--- config.mk ---
export PLATFORM = sky130hd
export DESIGN_NAME = damage_rect_merge_and_trim
export DESIGN_NICKNAME = d
export VERILOG_FILES = /design/src/hw/rtl/drmt_pkg.sv /design/src/hw/rtl/drmt_front.sv /design/src/hw/rtl/drmt_queue.sv /design/src/hw/rtl/drmt_back.sv /design/src/hw/rtl/damage_rect_merge_and_trim.sv
export SDC_FILE = /design/constraint.sdc
export NUM_CORES = 1
export LEC_CHECK = 0
export ABC_AREA = 1
export BUFFER_PORTS_ARGS = -buffer_cell sky130_fd_sc_hd__buf_2
export CAP_MARGIN = 20
export CORE_MARGIN = 4
export CORE_UTILIZATION = 30
export CTS_BUF_LIST = sky130_fd_sc_hd__clkbuf_8
export DETAILED_ROUTE_END_ITERATION = 6
export GPL_TIMING_DRIVEN = 1
export REMOVE_ABC_BUFFERS = 1
export SYNTH_ARGS = -nofsm -noshare
export SYNTH_HDL_FRONTEND = slang
export SYNTH_SLANG_ARGS = --single-unit
--- constraint.sdc ---
create_clock -name i_clk -period 6.6 [get_ports i_clk]
set_input_delay 1.32 -clock i_clk [delete_from_list [all_inputs] [get_ports i_clk]]
set_output_delay 1.32 -clock i_clk [all_outputs]
set_load 0.005 [all_outputs]
--- src/hw/rtl/drmt_pkg.sv ---
// Shared types and constants for the damage rectangle merge and trim block.
package drmt_pkg;

    localparam int COORD_BITS   = 13;
    localparam int OUTPOS_BITS  = COORD_BITS + 1;
    localparam int IN_POS_BITS  = 12;
    localparam int PIXEL_BITS   = 32;
    localparam int OP_BITS      = 2;

    localparam int S_TDATA_BITS = 120;
    localparam int M_TDATA_BITS = 56;

    localparam logic [OP_BITS-1:0] OP_REPORT = 2'd0;
    localparam logic [OP_BITS-1:0] OP_PIXEL  = 2'd1;
    localparam logic [OP_BITS-1:0] OP_FINISH = 2'd2;
    localparam logic [OP_BITS-1:0] OP_NONE   = 2'd3;

    localparam logic KIND_NOTICE  = 1'b0;
    localparam logic KIND_REFRESH = 1'b1;

    localparam logic CFG_SCREEN_W = 1'b0;
    localparam logic CFG_SCREEN_H = 1'b1;

    localparam logic [COORD_BITS-1:0] SCREEN_W_RESET = 13'd1024;
    localparam logic [COORD_BITS-1:0] SCREEN_H_RESET = 13'd768;

    localparam int Q_DEPTH    = 4;
    localparam int Q_PTR_BITS = $clog2(Q_DEPTH);
    localparam int Q_CNT_BITS = $clog2(Q_DEPTH + 1);

    // Classified request as it travels from front to back
    typedef struct packed {
        logic [OP_BITS-1:0]     op;
        logic [IN_POS_BITS-1:0] pos_x;
        logic [IN_POS_BITS-1:0] pos_y;
        logic [COORD_BITS-1:0]  rect_width;
        logic [COORD_BITS-1:0]  rect_height;
        logic [OUTPOS_BITS-1:0] rep_end_x;
        logic [OUTPOS_BITS-1:0] rep_end_y;
        logic                   differ;
    } t_item;

    typedef struct packed {
        logic                   kind;
        logic [OUTPOS_BITS-1:0] out_x;
        logic [OUTPOS_BITS-1:0] out_y;
        logic [COORD_BITS-1:0]  out_width;
        logic [COORD_BITS-1:0]  out_height;
    } t_result;

endpackage

--- src/hw/rtl/drmt_front.sv ---
// Input stage: takes requests, drops unused op codes, precomputes report ends and pixel compare.
module drmt_front (
    input  logic                                 i_clk,
    input  logic                                 i_rst_n,
    input  logic                                 i_valid,
    output logic                                 o_ready,
    input  logic [drmt_pkg::OP_BITS-1:0]         i_op,
    input  logic [drmt_pkg::IN_POS_BITS-1:0]     i_pos_x,
    input  logic [drmt_pkg::IN_POS_BITS-1:0]     i_pos_y,
    input  logic [drmt_pkg::COORD_BITS-1:0]      i_rect_width,
    input  logic [drmt_pkg::COORD_BITS-1:0]      i_rect_height,
    input  logic [drmt_pkg::PIXEL_BITS-1:0]      i_old_pixel,
    input  logic [drmt_pkg::PIXEL_BITS-1:0]      i_new_pixel,
    output logic                                 o_push,
    input  logic                                 i_q_ready,
    output drmt_pkg::t_item                      o_item
);

    logic            r_valid;
    drmt_pkg::t_item r_item;
    drmt_pkg::t_item n_item;
    logic            accept;

    assign o_ready = !r_valid || i_q_ready;
    assign accept  = i_valid && o_ready;
    assign o_push  = r_valid && i_q_ready;
    assign o_item  = r_item;

    always_comb begin
        n_item.op          = i_op;
        n_item.pos_x       = i_pos_x;
        n_item.pos_y       = i_pos_y;
        n_item.rect_width  = i_rect_width;
        n_item.rect_height = i_rect_height;
        n_item.rep_end_x   = drmt_pkg::OUTPOS_BITS'(i_pos_x)
                           + drmt_pkg::OUTPOS_BITS'(i_rect_width);
        n_item.rep_end_y   = drmt_pkg::OUTPOS_BITS'(i_pos_y)
                           + drmt_pkg::OUTPOS_BITS'(i_rect_height);
        n_item.differ      = i_old_pixel != i_new_pixel;
    end

    always_ff @(posedge i_clk) begin
        if (!i_rst_n) begin
            r_valid <= 1'b0;
        end else if (accept) begin
            // unused op code has no effect, so it never enters the queue
            r_valid <= i_op != drmt_pkg::OP_NONE;
        end else if (o_push) begin
            r_valid <= 1'b0;
        end
    end

    always_ff @(posedge i_clk) begin
        if (accept) begin
            r_item <= n_item;
        end
    end

endmodule

--- src/hw/rtl/drmt_queue.sv ---
// Small FIFO between the front stage and the rectangle engine.
module drmt_queue (
    input  logic            i_clk,
    input  logic            i_rst_n,
    input  logic            i_push,
    output logic            o_ready,
    input  drmt_pkg::t_item i_item,
    output logic            o_valid,
    input  logic            i_pop,
    output drmt_pkg::t_item o_item
);

    drmt_pkg::t_item                     r_mem [drmt_pkg::Q_DEPTH];
    logic [drmt_pkg::Q_PTR_BITS-1:0]     r_wr_ptr;
    logic [drmt_pkg::Q_PTR_BITS-1:0]     r_rd_ptr;
    logic [drmt_pkg::Q_CNT_BITS-1:0]     r_count;
    logic                                do_push;
    logic                                do_pop;

    assign o_ready = r_count != drmt_pkg::Q_CNT_BITS'(drmt_pkg::Q_DEPTH);
    assign o_valid = r_count != '0;
    assign o_item  = r_mem[r_rd_ptr];
    assign do_push = i_push && o_ready;
    assign do_pop  = i_pop && o_valid;

    always_ff @(posedge i_clk) begin
        if (!i_rst_n) begin
            r_wr_ptr <= '0;
            r_rd_ptr <= '0;
            r_count  <= '0;
        end else begin
            if (do_push) begin
                r_wr_ptr <= r_wr_ptr + 1'b1;
            end
            if (do_pop) begin
                r_rd_ptr <= r_rd_ptr + 1'b1;
            end
            if (do_push && !do_pop) begin
                r_count <= r_count + 1'b1;
            end else if (do_pop && !do_push) begin
                r_count <= r_count - 1'b1;
            end
        end
    end

    always_ff @(posedge i_clk) begin
        if (do_push) begin
            r_mem[r_wr_ptr] <= i_item;
        end
    end

endmodule

--- src/hw/rtl/drmt_back.sv ---
// Rectangle engine: damage rectangle, change box, screen registers and result register.
module drmt_back (
    input  logic                              i_clk,
    input  logic                              i_rst_n,
    input  logic                              i_cfg_valid,
    input  logic                              i_cfg_index,
    input  logic [drmt_pkg::COORD_BITS-1:0]   i_cfg_data,
    input  logic                              i_q_valid,
    input  drmt_pkg::t_item                   i_q_item,
    output logic                              o_q_pop,
    output logic                              o_out_valid,
    input  logic                              i_out_ready,
    output drmt_pkg::t_result                 o_out
);

    localparam int CB = drmt_pkg::COORD_BITS;
    localparam int PB = drmt_pkg::OUTPOS_BITS;

    logic [CB-1:0] r_scr_w, r_scr_h;
    logic [CB-1:0] r_dmg_x, r_dmg_y, r_dmg_w, r_dmg_h;
    logic [CB-1:0] r_min_x, r_max_x, r_min_y, r_max_y;
    logic          r_seen;
    logic          r_out_valid;
    drmt_pkg::t_result r_out;

    logic [CB-1:0] n_scr_w, n_scr_h;
    logic [CB-1:0] n_dmg_x, n_dmg_y, n_dmg_w, n_dmg_h;
    logic [CB-1:0] n_min_x, n_max_x, n_min_y, n_max_y;
    logic          n_seen;
    logic          n_out_valid;
    drmt_pkg::t_result n_out;

    drmt_pkg::t_item it;
    logic          pop;
    logic          rect_empty;
    logic          rect_live;
    logic [PB-1:0] end_x, end_y;
    logic [CB-1:0] px, py;
    logic [CB-1:0] ux, uy;
    logic [PB-1:0] uend_x, uend_y;
    logic [PB-1:0] uw, uh;
    logic          in_rect;

    assign it         = i_q_item;
    // a screen write takes the cycle, the queued request waits
    assign pop        = i_q_valid && !i_cfg_valid && (!r_out_valid || i_out_ready);
    assign o_q_pop    = pop;
    assign o_out_valid = r_out_valid;
    assign o_out      = r_out;

    assign rect_empty = r_dmg_w == '0 && r_dmg_h == '0;
    assign rect_live  = r_dmg_w != '0 && r_dmg_h != '0;
    assign end_x      = PB'(r_dmg_x) + PB'(r_dmg_w);
    assign end_y      = PB'(r_dmg_y) + PB'(r_dmg_h);
    assign px         = CB'(it.pos_x);
    assign py         = CB'(it.pos_y);

    // union bounding box of the stored rectangle and a report
    assign ux     = (px < r_dmg_x) ? px : r_dmg_x;
    assign uy     = (py < r_dmg_y) ? py : r_dmg_y;
    assign uend_x = (it.rep_end_x > end_x) ? it.rep_end_x : end_x;
    assign uend_y = (it.rep_end_y > end_y) ? it.rep_end_y : end_y;
    assign uw     = uend_x - PB'(ux);
    assign uh     = uend_y - PB'(uy);

    assign in_rect = px >= r_dmg_x && PB'(px) < end_x && py >= r_dmg_y && PB'(py) < end_y;

    always_comb begin
        n_scr_w     = r_scr_w;
        n_scr_h     = r_scr_h;
        n_dmg_x     = r_dmg_x;
        n_dmg_y     = r_dmg_y;
        n_dmg_w     = r_dmg_w;
        n_dmg_h     = r_dmg_h;
        n_min_x     = r_min_x;
        n_max_x     = r_max_x;
        n_min_y     = r_min_y;
        n_max_y     = r_max_y;
        n_seen      = r_seen;
        n_out       = r_out;
        n_out_valid = r_out_valid && !i_out_ready;

        if (i_cfg_valid) begin
            if (i_cfg_index == drmt_pkg::CFG_SCREEN_W) begin
                n_scr_w = i_cfg_data;
            end else begin
                n_scr_h = i_cfg_data;
            end
            // a screen write restarts full-screen damage
            n_dmg_x = '0;
            n_dmg_y = '0;
            n_dmg_w = (i_cfg_index == drmt_pkg::CFG_SCREEN_W) ? i_cfg_data : r_scr_w;
            n_dmg_h = (i_cfg_index == drmt_pkg::CFG_SCREEN_H) ? i_cfg_data : r_scr_h;
            n_min_x = '1;
            n_max_x = '0;
            n_min_y = '1;
            n_max_y = '0;
            n_seen  = 1'b0;
        end else if (pop) begin
            case (it.op)
                drmt_pkg::OP_REPORT: begin
                    if (rect_empty) begin
                        n_dmg_x          = px;
                        n_dmg_y          = py;
                        n_dmg_w          = it.rect_width;
                        n_dmg_h          = it.rect_height;
                        n_out_valid      = 1'b1;
                        n_out.kind       = drmt_pkg::KIND_NOTICE;
                        n_out.out_x      = PB'(it.pos_x);
                        n_out.out_y      = PB'(it.pos_y);
                        n_out.out_width  = it.rect_width;
                        n_out.out_height = it.rect_height;
                    end else begin
                        n_dmg_x = ux;
                        n_dmg_y = uy;
                        n_dmg_w = uw[PB-1] ? '1 : uw[CB-1:0];
                        n_dmg_h = uh[PB-1] ? '1 : uh[CB-1:0];
                    end
                end
                drmt_pkg::OP_PIXEL: begin
                    if (in_rect && it.differ) begin
                        n_min_x = (px < r_min_x) ? px : r_min_x;
                        n_max_x = (px > r_max_x) ? px : r_max_x;
                        n_min_y = (py < r_min_y) ? py : r_min_y;
                        n_max_y = (py > r_max_y) ? py : r_max_y;
                        n_seen  = 1'b1;
                    end
                end
                drmt_pkg::OP_FINISH: begin
                    n_out_valid = 1'b1;
                    n_out.kind  = drmt_pkg::KIND_REFRESH;
                    if (rect_live) begin
                        if (r_seen) begin
                            n_out.out_x      = PB'(r_min_x);
                            n_out.out_y      = PB'(r_min_y);
                            n_out.out_width  = r_max_x - r_min_x + 1'b1;
                            n_out.out_height = r_max_y - r_min_y + 1'b1;
                        end else begin
                            // nothing changed: point just past the damage corner
                            n_out.out_x      = end_x;
                            n_out.out_y      = end_y;
                            n_out.out_width  = '0;
                            n_out.out_height = '0;
                        end
                        n_dmg_w = '0;
                        n_dmg_h = '0;
                        n_min_x = '1;
                        n_max_x = '0;
                        n_min_y = '1;
                        n_max_y = '0;
                        n_seen  = 1'b0;
                    end else begin
                        n_out.out_x      = '0;
                        n_out.out_y      = '0;
                        n_out.out_width  = '0;
                        n_out.out_height = '0;
                    end
                end
                default: begin
                end
            endcase
        end
    end

    always_ff @(posedge i_clk) begin
        if (!i_rst_n) begin
            r_scr_w     <= drmt_pkg::SCREEN_W_RESET;
            r_scr_h     <= drmt_pkg::SCREEN_H_RESET;
            r_dmg_x     <= '0;
            r_dmg_y     <= '0;
            r_dmg_w     <= drmt_pkg::SCREEN_W_RESET;
            r_dmg_h     <= drmt_pkg::SCREEN_H_RESET;
            r_min_x     <= '1;
            r_max_x     <= '0;
            r_min_y     <= '1;
            r_max_y     <= '0;
            r_seen      <= 1'b0;
            r_out_valid <= 1'b0;
        end else begin
            r_scr_w     <= n_scr_w;
            r_scr_h     <= n_scr_h;
            r_dmg_x     <= n_dmg_x;
            r_dmg_y     <= n_dmg_y;
            r_dmg_w     <= n_dmg_w;
            r_dmg_h     <= n_dmg_h;
            r_min_x     <= n_min_x;
            r_max_x     <= n_max_x;
            r_min_y     <= n_min_y;
            r_max_y     <= n_max_y;
            r_seen      <= n_seen;
            r_out_valid <= n_out_valid;
        end
    end

    always_ff @(posedge i_clk) begin
        r_out <= n_out;
    end

`ifndef SYNTHESIS
    a_box_ordered: assert property (@(posedge i_clk) disable iff (!i_rst_n)
        r_seen |-> (r_min_x <= r_max_x && r_min_y <= r_max_y))
        else $error("change box min beyond max");

    a_finish_clears: assert property (@(posedge i_clk) disable iff (!i_rst_n)
        (pop && !i_cfg_valid && it.op == drmt_pkg::OP_FINISH && rect_live)
        |=> (r_dmg_w == '0 && r_dmg_h == '0 && !r_seen))
        else $error("finish did not clear damage");

    a_notice_out: assert property (@(posedge i_clk) disable iff (!i_rst_n)
        (pop && !i_cfg_valid && it.op == drmt_pkg::OP_REPORT && rect_empty)
        |=> (r_out_valid && r_out.kind == drmt_pkg::KIND_NOTICE))
        else $error("damage notice missing");

    a_no_overwrite: assert property (@(posedge i_clk) disable iff (!i_rst_n)
        (r_out_valid && !i_out_ready) |-> !pop)
        else $error("result register overwritten while stalled");
`endif

endmodule

--- src/hw/rtl/damage_rect_merge_and_trim.sv ---
// Top level of the damage rectangle merge and trim block.
//
// Requests arrive on the s_axis channel: tuser carries the op (damage report,
// pixel pair, finish), tdata the position, report size and the old/new pixels.
// Damage notices and refreshed rectangles leave on the m_axis channel with the
// result kind in tuser. The cfg channel writes screen width (index 0) or
// height (index 1); it is always ready and restarts full-screen damage.
// Throughput is one request per cycle while s_axis_tready is high. A result
// reaches m_axis via the input register, the queue and the result register;
// the engine handles one request per cycle against its state registers unless
// a cfg write or a stalled result holds it. A four-entry queue sits between the
// input stage and the engine, so requests keep being taken while a result waits
// for m_axis_tready; once the queue and the input stage are full, s_axis_tready
// drops until the receiver drains. Synchronous active-low reset empties the
// queue, drops any pending result, sets the screen to 1024 x 768, damage to the
// full screen and clears the change box.
module damage_rect_merge_and_trim (
    input  logic                                 i_clk,
    input  logic                                 i_rst_n,
    input  logic                                 s_axis_tvalid,
    output logic                                 s_axis_tready,
    // [11:0] pos_x, [23:12] pos_y, [36:24] rect_width, [49:37] rect_height,
    // [81:50] old_pixel, [113:82] new_pixel, [119:114] zero
    input  logic [drmt_pkg::S_TDATA_BITS-1:0]    s_axis_tdata,
    // [1:0] op
    input  logic [drmt_pkg::OP_BITS-1:0]         s_axis_tuser,
    output logic                                 m_axis_tvalid,
    input  logic                                 m_axis_tready,
    // [13:0] out_x, [27:14] out_y, [40:28] out_width, [53:41] out_height,
    // [55:54] zero
    output logic [drmt_pkg::M_TDATA_BITS-1:0]    m_axis_tdata,
    // [0] kind
    output logic                                 m_axis_tuser,
    input  logic                                 i_cfg_valid,
    output logic                                 o_cfg_ready,
    input  logic                                 i_cfg_index,
    input  logic [drmt_pkg::COORD_BITS-1:0]      i_cfg_data
);

    logic              push;
    logic              q_ready;
    logic              q_valid;
    logic              q_pop;
    drmt_pkg::t_item   front_item;
    drmt_pkg::t_item   q_item;
    drmt_pkg::t_result res;

    assign o_cfg_ready = 1'b1;

    drmt_front u_front (
        .i_clk         (i_clk),
        .i_rst_n       (i_rst_n),
        .i_valid       (s_axis_tvalid),
        .o_ready       (s_axis_tready),
        .i_op          (s_axis_tuser),
        .i_pos_x       (s_axis_tdata[11:0]),
        .i_pos_y       (s_axis_tdata[23:12]),
        .i_rect_width  (s_axis_tdata[36:24]),
        .i_rect_height (s_axis_tdata[49:37]),
        .i_old_pixel   (s_axis_tdata[81:50]),
        .i_new_pixel   (s_axis_tdata[113:82]),
        .o_push        (push),
        .i_q_ready     (q_ready),
        .o_item        (front_item)
    );

    drmt_queue u_queue (
        .i_clk   (i_clk),
        .i_rst_n (i_rst_n),
        .i_push  (push),
        .o_ready (q_ready),
        .i_item  (front_item),
        .o_valid (q_valid),
        .i_pop   (q_pop),
        .o_item  (q_item)
    );

    drmt_back u_back (
        .i_clk       (i_clk),
        .i_rst_n     (i_rst_n),
        .i_cfg_valid (i_cfg_valid),
        .i_cfg_index (i_cfg_index),
        .i_cfg_data  (i_cfg_data),
        .i_q_valid   (q_valid),
        .i_q_item    (q_item),
        .o_q_pop     (q_pop),
        .o_out_valid (m_axis_tvalid),
        .i_out_ready (m_axis_tready),
        .o_out       (res)
    );

    assign m_axis_tuser = res.kind;
    assign m_axis_tdata = {2'b00, res.out_height, res.out_width, res.out_y, res.out_x};

endmodule

* After elaboration in Yosys (flattened, before gate mapping) *
Memories as Yosys holds them, arrays and structs flattened. A register that Yosys moved wholly into a read port is not among the register bits.
Cells that the tools add are included.

storage, ports and cells
  register bits after elaboration = 276
  bits in latches = 0
  memory bits (writable) = 324
  bits in read-only memories = 0
  bits of input ports = 141
  word-level logic and storage cells = 166
  memories kept = 1

memories
  name           words  bits a word  rd ports  clocked after memory_dff  wr ports  line              source
  u_queue.r_mem  4      81           1         1                         1         drmt_queue.sv:13  drmt_pkg::t_item r_mem [drmt_pkg::Q_DEPTH];

operators by class
  add/subtract/negate cells = 14
  multiply operators = 0
  divide/modulo/power cells = 0
  order comparisons = 12
  equality and inequality tests = 13
  shift-type cells = 0
  mux-type cells = 51
  bitwise operators = 2
  reduce and logical (&&, ||, !) cells = 44

operators by type and width
  kind                                                                      count
  13-bit 2-to-1 mux                                                         24
  13-bit case mux with 2 select lines                                       6
  55-bit case mux with 2 select lines                                       1
  54-bit 2-to-1 mux                                                         2
  55-bit 2-to-1 mux                                                         1
  12-bit by 13-bit < comparator with 1-bit output                           4
  32-bit inequality test                                                    1
  12-bit by 13-bit adder with 14-bit output                                 2
  13-bit by 13-bit adder with 14-bit output                                 2
  14-bit > comparator                                                       2
  12-bit by 14-bit < comparator with 1-bit output                           2
  14-bit 2-to-1 mux                                                         2
  14-bit by 13-bit subtractor with 14-bit output                            2
  13-bit by 1-bit adder with 13-bit output (second input constant)          2
  12-bit by 13-bit greater-or-equal comparator with 1-bit output            2
  12-bit by 13-bit > comparator with 1-bit output                           2
  13-bit zero test                                                          2
  13-bit nonzero test                                                       2
  13-bit subtractor                                                         2
  5-bit AND reduction                                                       4
  1-bit logical AND                                                         15
  2-bit by 1-bit inequality test with 1-bit output (second input constant)  7
  2-bit nonzero test                                                        5
  1-bit 2-to-1 mux                                                          9
  other kinds (20)                                                          33

* Depth between registers and ports, before layout *
Gate-level depths: netlist of run 1.

  depth after elaboration = 9
  depth in mapped cells = 36
  gate-level depth less buffers = 35

* By module *
A second synthesis of run 1 with hierarchy kept.

second synthesis, totals
  cells, all modules = 3597
  area, all modules = 32655.1 µm²

modules (own cells, without submodules)
  module                      instances  cells an instance  area an instance (µm²)  seq. area each (µm²)
  drmt_back                   1          2261               15590.0                 4254.1
  drmt_queue                  1          851                12564.6                 9909.5
  drmt_front                  1          480                4470.5                  2452.4
  damage_rect_merge_and_trim  1          5                  30.0                    0.0

* Worst setup path before layout of run 1 *
Ideal clock, no wire load.

  path type = register to register
  start = register (tool-made name)
  end = register u_back.r_dmg_h[12]
  library setup time = 70 ps
  arrival = 4741 ps
  required time = 6530 ps
  setup slack = 1789 ps
  cell stages (with the launch flop) = 35
  path buffers = 7
  period minus slack after synthesis = 4811 ps
  cells stage by stage = dfxtp_1 buf_6 buf_4 buf_2 clkbuf_1 buf_2 clkbuf_1 o21ai_0 o22ai_1 ha_1 nand2_1 nor2_1 nor2_1 a31oi_1 nand3_1 nand3_2 nand2_2 inv_1 buf_2 o21ai_0 ha_1 inv_1 fa_1 nand3_1 nand2_1 a21oi_1 o21ai_0 a21oi_1 nor2_1 nor2_1 xnor2_1 nor2_1 nand3_1 nand2_1 a21oi_1

RTL lines
  item                    line              source
  end signal: assignment  drmt_back.sv:172  r_dmg_h <= drmt_pkg::SCREEN_H_RESET;
  end signal: assignment  drmt_back.sv:185  r_dmg_h <= n_dmg_h;
  end: declaration        drmt_back.sv:20   logic [CB-1:0] r_dmg_x, r_dmg_y, r_dmg_w, r_dmg_h;

* Worst setup path in the final report of run 1 *
  start = register u_back.r_dmg_x[2]
  end = register u_back.r_dmg_w[11]

on the way
  longest elaborated chain between the ends = 9
  elaborated cells on any way between the ends = 11
  classes of those cells = 2 x add/sub; 2 x order compare; 7 x mux

RTL lines
  item                                              line              source
  start: declaration                                drmt_back.sv:20
  start signal: assignment                          drmt_back.sv:182  r_dmg_x <= n_dmg_x;
  13-bit by 13-bit adder with 14-bit output         drmt_back.sv:53   assign end_x = PB'(r_dmg_x) + PB'(r_dmg_w);
  14-bit > comparator                               drmt_back.sv:61   assign uend_x = (it.rep_end_x > end_x) ? it.rep_end_x : end_x;
  14-bit 2-to-1 mux                                 drmt_back.sv:61
  14-bit by 13-bit subtractor with 14-bit output *  drmt_back.sv:63   assign uw = uend_x - PB'(ux);
  13-bit 2-to-1 mux *                               drmt_back.sv:116  n_dmg_w = uw[PB-1] ? '1 : uw[CB-1:0];
  13-bit 2-to-1 mux *                               drmt_back.sv:102  if (rect_empty) begin
  13-bit case mux with 2 select lines *             drmt_back.sv:100  case (it.op)
  13-bit 2-to-1 mux *                               drmt_back.sv:99   end else if (pop) begin
  13-bit 2-to-1 mux *                               drmt_back.sv:83   if (i_cfg_valid) begin
  end signal: assignment                            drmt_back.sv:171  r_dmg_w <= drmt_pkg::SCREEN_W_RESET;
  end signal: assignment                            drmt_back.sv:184  r_dmg_w <= n_dmg_w;
  end: declaration                                  drmt_back.sv:20

Mark *: on every way between the ends. The rest lies on a longest branch, timed or not. The select of a mux whose other input is x is not followed.
A chain may end at the register's enable or synchronous reset.

==> results.yml, run 1 <==
timing:
  fmax_mhz: 171
  rsz0062_at_grt: "no"
  tightest_slew_ps: 1010
  setup_ws_ps: 758
  setup_viol: 0
  post-route-period-util: 0.885
  report.final.slew_viol_count: 0
  skew_ps: 34.7
  maxSlewHeadroom: 0.327
  finalHoldViolCount: 0
  timing.final.crit_period_ps: 5840
hold_path:
  hold_start: "u_back.r_min_y[7]"
  worstHoldPathCells: 2
  hold_class: "flip-flop to flip-flop"
  hold_end: "u_back.r_min_y[7]"
global_route:
  grt_pass1_vias: 23400
  grt.total_usage: 0.161
  grt_overflow: 0
  grt_max_degree: 85
  grt_pass1_wl_mm: 139
  antenna_found_initial: 25
drt:
  vias: 25000
  drc: 0
  drt-wirelength-per-cell_um: 18.4
  drt_first_pass_iters: 6
  routed_wl_mm: 92.7
  vias_per_cell: 4.97
  drt_iter0_drc: 2030
  antenna_left: 0
clock_tree:
  cts.sinks: 600
  numCtsBuffers: 91
  postCtsHoldBufs: 0
  cts_max_path_buffers: 3
  clk_latency_ps: 720
  htree_levels: 3
  cts_tree: "done"
  clk_pin_slew_ps: 60
  cts_resized: 0
  cts-root-buf: "clkbuf_8"
  cts_setup_buffers: 0
cells_and_area:
  nFillCells: 10700
  fin_nets: 3953
  fin_util: 0.346
  layout-drive-gt1-share: 0.113
  stdcell_area_um2: 36000
  layout.cells.non_filler: 5026
  syn_to_final_growth_pct: 13.6
setup_path:
  critical-path-top-delay-family: "compound AO/OA/AOI/OAI gates"
  cpMostUsedCell: "nand2_1"
  r2r_slack_ps: 760
  rr_worst_depth: 29
  cp_max_fo: 20
  critical_path_class: "flip-flop to flip-flop"
  crit_path_start_kind: "flip-flop"
  worstPathArrival_ps: 6440
  r2r-end: "u_back.r_dmg_w[11]"
  max_stage_delay_ps: 500
  cp-end-kind: "flip-flop"
  critical-path-slowest-cell: "xor2_1"
  reg2reg_from: "u_back.r_dmg_x[2]"
  required_ps: 7200
  critical_path_buf_inv_count: 1
floorplan:
  start_util: 0.304
  rows: 118
  core_area_um2: 104000
  die_x_um: 333
  dieHeight_um: 333
  ioPinCount: 201
  die-area_um2: 111000
job:
  maxCapViolations: 0
yosys:
  yosys.area.top_type: "edfxtp_1"
  synth_commonest_cells: "nand2_1 (718), edfxtp_1 (460), nor2_1 (305)"
  synth_edf_count: 460
  synth_area_leaders: "edfxtp_1 (44%), ha_1 (9.5%), dfxtp_1 (8.8%)"
  ys_warn_count: 0
  yosysMostFrequentCell: "nand2_1"
  synth.distinct_cells: 54
  async_reset_ff_frac: 0
  synthFlopType: "edfxtp_1"
  netlist_instances: 3370
  ys_seq_area_frac: 0.524
  syn-cell-area_um2: 31700
  yosysTopAreaCellShare: 0.436
  post_synth.cell_area_avg_um2: 9.41
  ys_seq_elements: 600
placed_design:
  dp_hpwl_mm: 65.8
  dp_slack_ps: 873
  dp.cells: 4850
  dpl_cell_area_um2: 34300
  port_buffers: 191
  gp_congestion: 0.916
outcome:
  outcome: "finished, final reports clean"
power_and_ir_drop:
  p_int_mw: 8.59
  ir_drop_v: 0.000264
  p_leak_nw: 15.0
  swShare: 0.438
  clkPwrFrac: 0.193
  pwr-share-seq: 0.312
  power_switching_mw: 6.69
  comb_power_share: 0.495
  power_density_nw_per_um2: 424
## worst max-delay path by stage
stage | start | end | slack, ps | cells after the start
after floorplan | flip-flop | u_back.r_dmg_w[12] | -1240 | 28
after global placement | u_back.r_dmg_x[2] | u_back.r_dmg_w[12] | 890 | 31
after detailed placement | u_back.r_dmg_x[2] | u_back.r_dmg_w[11] | 870 | 29
after CTS | u_back.r_dmg_x[2] | u_back.r_dmg_w[11] | 860 | 29
after global routing | u_back.r_dmg_x[2] | u_back.r_dmg_w[11] | 130 | 29
final | u_back.r_dmg_x[2] | u_back.r_dmg_w[11] | 760 | 29
## power groups by stage
stage | clock network (mW) | logic [mW] | registers [mW]
6_report | 2.94 | 7.57 | 4.77
5_1_grt | 3.19 | 8.48 | 4.81
4_1_cts | 3.03 | 7.50 | 4.77
3_5_place_dp | 0 | 7.46 | 4.85
3_3_place_gp | 0 | 7.39 | 4.84
2_1_floorplan | 0 | 5.09 | 4.87
## logic make-up (layout without fill, tap and decap cells)
| logic type | count (synthesis) | after routing | synth area share |
|---|---|---|---|
| adders and majority gates | 249 | 249 | 0.100 |
| DFF | 600 | 600 | 0.524 |
| buffers and inverters | 421 | 683 | 0.0531 |
| xor gates and xnor gates | 86 | 86 | 0.0238 |
| and+or+nand+nor | 1324 | 1324 | 0.175 |
| AOI/OAI and AO/OA | 688 | 688 | 0.124 |
| other | 2 | 16 | 0.000237 |
## per-stage QoR
step	total power [mW]	TNS [ps]	hold WS [ps]
after floorplan	9.96	-78030	429
after global placement	12.2	0	438
after detailed placement	12.3	0	442
after CTS	15.3	0	458
after global routing	16.5	0	484
final	15.3	0	459
## placed cells by master, fill, tap and decap left out, types with 13 or more instances in the layout
| master | instances |
|---|---|
| ha_1 | 239 |
| buf_4 | 45 |
| dfxtp_1 | 138 |
| buf_2 | 191 |
| o221ai_1 | 24 |
| xor2_1 | 43 |
| a31oi_1 | 13 |
| a21oi_1 | 296 |
| nand2_1 | 717 |
| clkinv_1 | 22 |
| nand3_1 | 176 |
| nand4_1 | 58 |
| o22ai_1 | 33 |
| nor2_1 | 299 |
| xnor2_1 | 43 |
| inv_1 | 297 |
| edfxtp_1 | 460 |
| a32o_1 | 28 |
| clkbuf_8 | 94 |
| o21ai_0 | 228 |
| o21bai_1 | 15 |
## state kept, by name (all words and copies together), names as in the netlist, 3 cells and up, named ones only
| signal | flops |
|---|---|
| u_queue.r_mem | 324 |
| u_front.o_item | 81 |
| u_back.o_out | 55 |
| u_back.r_dmg_h | 13 |
| u_back.r_dmg_w | 13 |
| u_back.r_dmg_x | 13 |
| u_back.r_dmg_y | 13 |
| u_back.r_min_x | 13 |
| u_back.r_min_y | 13 |
| u_back.r_scr_h | 13 |
| u_back.r_scr_w | 13 |
| u_back.r_max_x | 12 |
| u_back.r_max_y | 12 |
| u_queue.r_count | 3 |
## tightest hold or removal path, stage by stage (launching register included)
cell	delay [ps]
dfxtp_1	330
nand2_1	50
nand3_1	50
## area by class of cell
class	instances	area [µm²]	area share
timing repair buffer	241	1400	0.0389
sequential	600	16600	0.462
inverter	277	1050	0.0290
antenna	11	27.5	0.000764
clock buffer	94	1290	0.0359
multi-input combinational	2352	13500	0.374
tap	1380	1730	0.0479
clock inverter	71	423	0.0117
## metal layers
metal  global-route usage  routed length, µm  up-vias
met5                    0                 55        -
met2                0.267              43500      798
met3               0.0310               6640      142
met4               0.0528               2290        8
met1                0.212              40200    11900
li1                     -                  -    12200
Note: power is estimated with default switching activity, not from simulation.
==> run 2: changes to the inputs <==
--- a/config.mk
+++ b/config.mk
@@ -8,11 +8,14 @@
 export ABC_AREA = 1
 export BUFFER_PORTS_ARGS = -buffer_cell sky130_fd_sc_hd__buf_2
 export CAP_MARGIN = 20
+export CELL_PAD_IN_SITES_DETAIL_PLACEMENT = 1
+export CELL_PAD_IN_SITES_GLOBAL_PLACEMENT = 2
 export CORE_MARGIN = 4
 export CORE_UTILIZATION = 30
 export CTS_BUF_LIST = sky130_fd_sc_hd__clkbuf_8
 export DETAILED_ROUTE_END_ITERATION = 6
 export GPL_TIMING_DRIVEN = 1
+export PLACE_DENSITY_LB_ADDON = 0.1
 export REMOVE_ABC_BUFFERS = 1
 export SYNTH_ARGS = -nofsm -noshare
 export SYNTH_HDL_FRONTEND = slang
==> run 2 against run 1 <==
  * Die area stayed put
  * Sequential share of layout area is 0.74 points lower
  * Cell count is 0.82% higher
  * Total power is 8.0% higher
  * Critical endpoint is now u_back.r_dmg_w[12]
  * Combinational power is 7.7% higher
  * Highest routed layer is now met4
  * Clock power is 21% higher
  * Sequential power hardly changed
==> results.yml, run 2 (same netlist as run 1, synthesis figures left out) <==
outcome:
  outcome: "finished, final reports clean"
power_and_ir_drop:
  power_mw: 16.5
  power_switching_mw: 7.32
  p_int_mw: 9.19
  swShare: 0.443
  pwr-share-seq: 0.291
  clkPwrFrac: 0.215
  p_leak_nw: 15.3
  ir_drop_v: 0.000173
  comb_power_share: 0.494
  power_density_nw_per_um2: 451
placed_design:
  gp_congestion: 0.839
  port_buffers: 191
  dp_hpwl_mm: 80.1
  dpl_cell_area_um2: 34400
cells_and_area:
  layout-drive-gt1-share: 0.124
  final_cell_mix: "nand2_1 (718), edfxtp_1 (460), nor2_1 (299)"
  nFillCells: 12000
  largest-register: "u_queue.r_mem"
  syn_to_final_growth_pct: 15.4
  final_common_cell: "nand2_1"
  fin_nets: 3986
  largest_reg_flops: 324
  stdcell_area_um2: 36600
setup_path:
  cpMostUsedCell: "nand2_1"
  r2r_slack_ps: 800
  critical_path_class: "flip-flop to flip-flop"
  worstPathArrival_ps: 6460
  required_ps: 7260
  max_stage_delay_ps: 460
  crit_path_start_kind: "flip-flop"
  r2r-end: "u_back.r_dmg_w[12]"
  cp_max_fo: 8
  reg2reg_from: "u_back.r_dmg_x[0]"
  rr_worst_depth: 32
  cp-end-kind: "flip-flop"
  critical-path-slowest-cell: "a31oi_1"
timing:
  setup_viol: 0
  timing.final.crit_period_ps: 5800
  tightest_slew_ps: 1050
  rsz0062_at_grt: "no"
  post-route-period-util: 0.879
  skew_ps: 38.8
  fmax_mhz: 172
  maxSlewHeadroom: 0.297
  finalHoldViolCount: 0
  report.final.slew_viol_count: 0
global_route:
  grt_overflow: 0
  grt_pass1_wl_mm: 166
  grt.total_usage: 0.196
  grt_pass1_vias: 26400
  antenna_found_initial: 4
  grt_max_degree: 82
hold_path:
  worstHoldPathCells: 2
  hold_start: "u_back.r_min_y[11]"
  hold_end: "u_back.r_min_y[11]"
  hold_class: "flip-flop to flip-flop"
job:
  maxCapViolations: 0
clock_tree:
  cts_setup_buffers: 0
  clk_pin_slew_ps: 60
  postCtsHoldBufs: 0
  numCtsBuffers: 107
  cts.sinks: 600
  cts-root-buf: "clkbuf_8"
  clk_latency_ps: 760
  htree_levels: 3
  cts_tree: "done"
  cts_resized: 0
  cts_max_path_buffers: 3
drt:
  drt_iter0_drc: 1331
  drt-wirelength-per-cell_um: 21.9
  antenna_left: 0
  vias_per_cell: 4.98
  vias: 25200
  routed_wl_mm: 111
  drt_first_pass_iters: 5
  drc: 0
floorplan:
  dieHeight_um: 333
  rows: 118
  core_area_um2: 104000
  die-area_um2: 111000
  ioPinCount: 201
  die_x_um: 333
  start_util: 0.304
-- run 2: routing by layer --
| layer | vias up | global-route usage | wire length [µm] |
|---|---|---|---|
| li1 | 12200 | - | - |
| met1 | 12500 | 0.289 | 55800 |
| met2 | 449 | 0.310 | 49600 |
| met3 | 86 | 0.0264 | 4310 |
| met4 | 0 | 0.0386 | 1200 |
| met5 | - | 0 | 0 |
-- run 2: power groups by stage --
stage	Combinational (mW)	Clock [mW]	Sequential, mW
detailed placement	8.19	0	4.88
floorplan	5.09	0	4.87
CTS	8.24	3.70	4.81
finish	8.15	3.56	4.80
global route	9.20	3.88	4.85
global placement	8.09	0	4.86
-- run 2: worst max-delay path: cells and delay by family, from the launching register on --
| kind | cells | cell delay, ps |
|---|---|---|
| xor gates and xnor gates | 2 | 320 |
| and+or+nand+nor | 15 | 1470 |
| DFF | 1 | 350 |
| buffers and inverters | 3 | 500 |
| AOI/OAI and AO/OA | 7 | 1520 |
| adders and majority gates | 5 | 1560 |
-- run 2: area by class of cell --
type	instances	area, µm²	area share
inverters	277	1050	0.0286
clock inverters	83	596	0.0163
multi-input cells	2352	13500	0.368
flip-flops and latches	600	16600	0.454
clock buffers	114	1570	0.0429
repair buffers	258	1560	0.0426
diodes	3	7.51	0.000205
well taps	1380	1730	0.0472
-- run 2: stage by stage --
| stage | utilization | setup TNS, ps | instances | worst slack, ps | hold WS (ps) |
|---|---|---|---|---|---|
| after global placement | 0.330 | 0 | 4867 | 807 | 437 |
| after global routing | 0.351 | 0 | 5065 | 331 | 486 |
| after detailed placement | 0.330 | 0 | 4867 | 794 | 444 |
| after floorplan | - | -78030 | 3229 | -1240 | 429 |
| final | 0.351 | 0 | 5067 | 800 | 457 |
| after CTS | 0.351 | 0 | 5064 | 767 | 460 |
-- run 2: worst max-delay path by stage --
| stage | end | start | depth (start not counted) |
|---|---|---|---|
| detailed placement | u_back.r_dmg_w[12] | flip-flop | 27 |
| floorplan | u_back.r_dmg_w[12] | flip-flop | 28 |
| CTS | u_back.r_dmg_w[12] | flip-flop | 27 |
| global route | u_back.r_dmg_h[12] | flip-flop | 29 |
| global placement | u_back.r_dmg_w[12] | u_back.r_dmg_x[0] | 32 |
| finish | u_back.r_dmg_w[12] | u_back.r_dmg_x[0] | 32 |
==> run 3: changes to the inputs <==
==> constraint.sdc (replaced) <==
create_clock -name i_clk -period 6.6 [get_ports i_clk]
set_input_delay 0.99 -clock i_clk [delete_from_list [all_inputs] [get_ports i_clk]]
set_output_delay 0.99 -clock i_clk [all_outputs]
set_load 0.005 [all_outputs]
==> run 3 against run 2 <==
  * Die area stayed put
  * Setup slack worse by 20 ps
  * Hold slack worse by 25 ps
  * Flip-flop and latch count stayed put
  * Wire length is 1.1% higher
  * Combinational power hardly changed
  * Critical path depth stayed put
==> results.yml, run 3 (same netlist as run 1, synthesis figures left out) <==
outcome:
  outcome: "finished, final reports clean"
clock_tree:
  cts_resized: 0
  clk_latency_ps: 760
  cts_setup_buffers: 0
  cts-root-buf: "clkbuf_8"
  cts.sinks: 600
  numCtsBuffers: 109
  cts_max_path_buffers: 3
  clk_pin_slew_ps: 60
  cts_tree: "done"
  postCtsHoldBufs: 0
  htree_levels: 3
timing:
  report.final.slew_viol_count: 0
  timing.final.crit_period_ps: 5820
  skew_ps: 45.0
  setup_ws_ps: 780
  tightest_slew_ps: 1080
  setup_viol: 0
  maxSlewHeadroom: 0.279
  finalHoldViolCount: 0
  rsz0062_at_grt: "no"
  post-route-period-util: 0.882
  fmax_mhz: 172
drt:
  routed_wl_mm: 112
  drt_iter0_drc: 1378
  drt_first_pass_iters: 5
  antenna_left: 0
  vias_per_cell: 5.02
  drc: 0
  drt-wirelength-per-cell_um: 22.1
  vias: 25400
floorplan:
  dieHeight_um: 333
  rows: 118
  ioPinCount: 201
  start_util: 0.304
  die-area_um2: 111000
  core_area_um2: 104000
  die_x_um: 333
power_and_ir_drop:
  p_leak_nw: 15.3
  power_density_nw_per_um2: 450
  ir_drop_v: 0.000263
job:
  maxCapViolations: 0
global_route:
  grt_pass1_vias: 27000
  grt_max_degree: 82
  grt_overflow: 0
  grt.total_usage: 0.200
  antenna_found_initial: 8
  grt_pass1_wl_mm: 168
setup_path:
  crit_path_start_kind: "flip-flop"
  critical_path_class: "flip-flop to flip-flop"
  cp-end-kind: "flip-flop"
  critical-path-slowest-cell: "a31oi_1"
  critical_path_buf_inv_count: 3
  worstPathArrival_ps: 6480
  cp_max_fo: 8
  required_ps: 7260
  critical-path-top-delay-family: "compound AO/OA/AOI/OAI gates"
  max_stage_delay_ps: 520
  cpMostUsedCell: "nand2_1"
placed_design:
  dp.cells: 4862
  gp_congestion: 0.831
  port_buffers: 191
  dp_hpwl_mm: 80.5
  dp_slack_ps: 870
cells_and_area:
  syn_to_final_growth_pct: 15.3
  final_common_cell: "nand2_1"
  largest-register: "u_queue.r_mem"
  layout-drive-gt1-share: 0.124
  fin_nets: 3983
  final_cell_mix: "nand2_1 (718), edfxtp_1 (460), nor2_1 (299)"
  fin_util: 0.351
  layout.cells.non_filler: 5070
  largest_reg_flops: 324
hold_path:
  hold_class: "primary input to flip-flop"
## run 3: path summary, 6_finish.rpt
| kind | slack (ps) | cells past startpoint | start | endpoint |
|---|---|---|---|---|
| hold / removal | 430 | 1 | s_axis_tdata[12] | u_front.o_item[55] |
| hold reg to reg | 460 | 2 | u_back.r_min_x[2] | u_back.r_min_x[2] |
| setup reg to reg | 780 | 32 | u_back.r_dmg_x[0] | u_back.r_dmg_w[12] |
| setup / recovery | 780 | 32 | u_back.r_dmg_x[0] | u_back.r_dmg_w[12] |
## run 3: metal layers
metal,vias to the layer above,track usage,wire length (µm)
met3,144,0.0345,5590
met2,509,0.316,49800
met1,12500,0.283,54200
li1,12200,-,-
met5,-,0,0
met4,0,0.0547,2600
## run 3: through the flow
step | total power [mW] | cell area (µm²) | hold WS [ps] | setup TNS (ps)
CTS | 16.7 | 36600 | 343 | 0
global route | 17.9 | 36600 | 366 | 0
global placement | 13.0 | 34400 | 437 | 0
detailed placement | 13.1 | 34400 | 442 | 0
floorplan | 9.96 | 31100 | 429 | -78030
finish | 16.5 | 36600 | 432 | 0
## run 3: power by group
part	total, mW	switching, mW	internal [mW]
clock	3.51	1.67	1.85
sequential	4.80	0.229	4.57
combinational	8.16	5.47	2.69
total	16.5	7.36	9.11
## run 3: cell type report
cell class,instances,area [µm²]
Fill cell,12100,67700
Clock inverter,91,579
Timing Repair Buffer,253,1550
Inverter,277,1050
Multi-Input combinational cell,2352,13500
Antenna cell,3,7.51
Clock buffer,114,1570
Tap cell,1380,1730
Sequential cell,600,16600
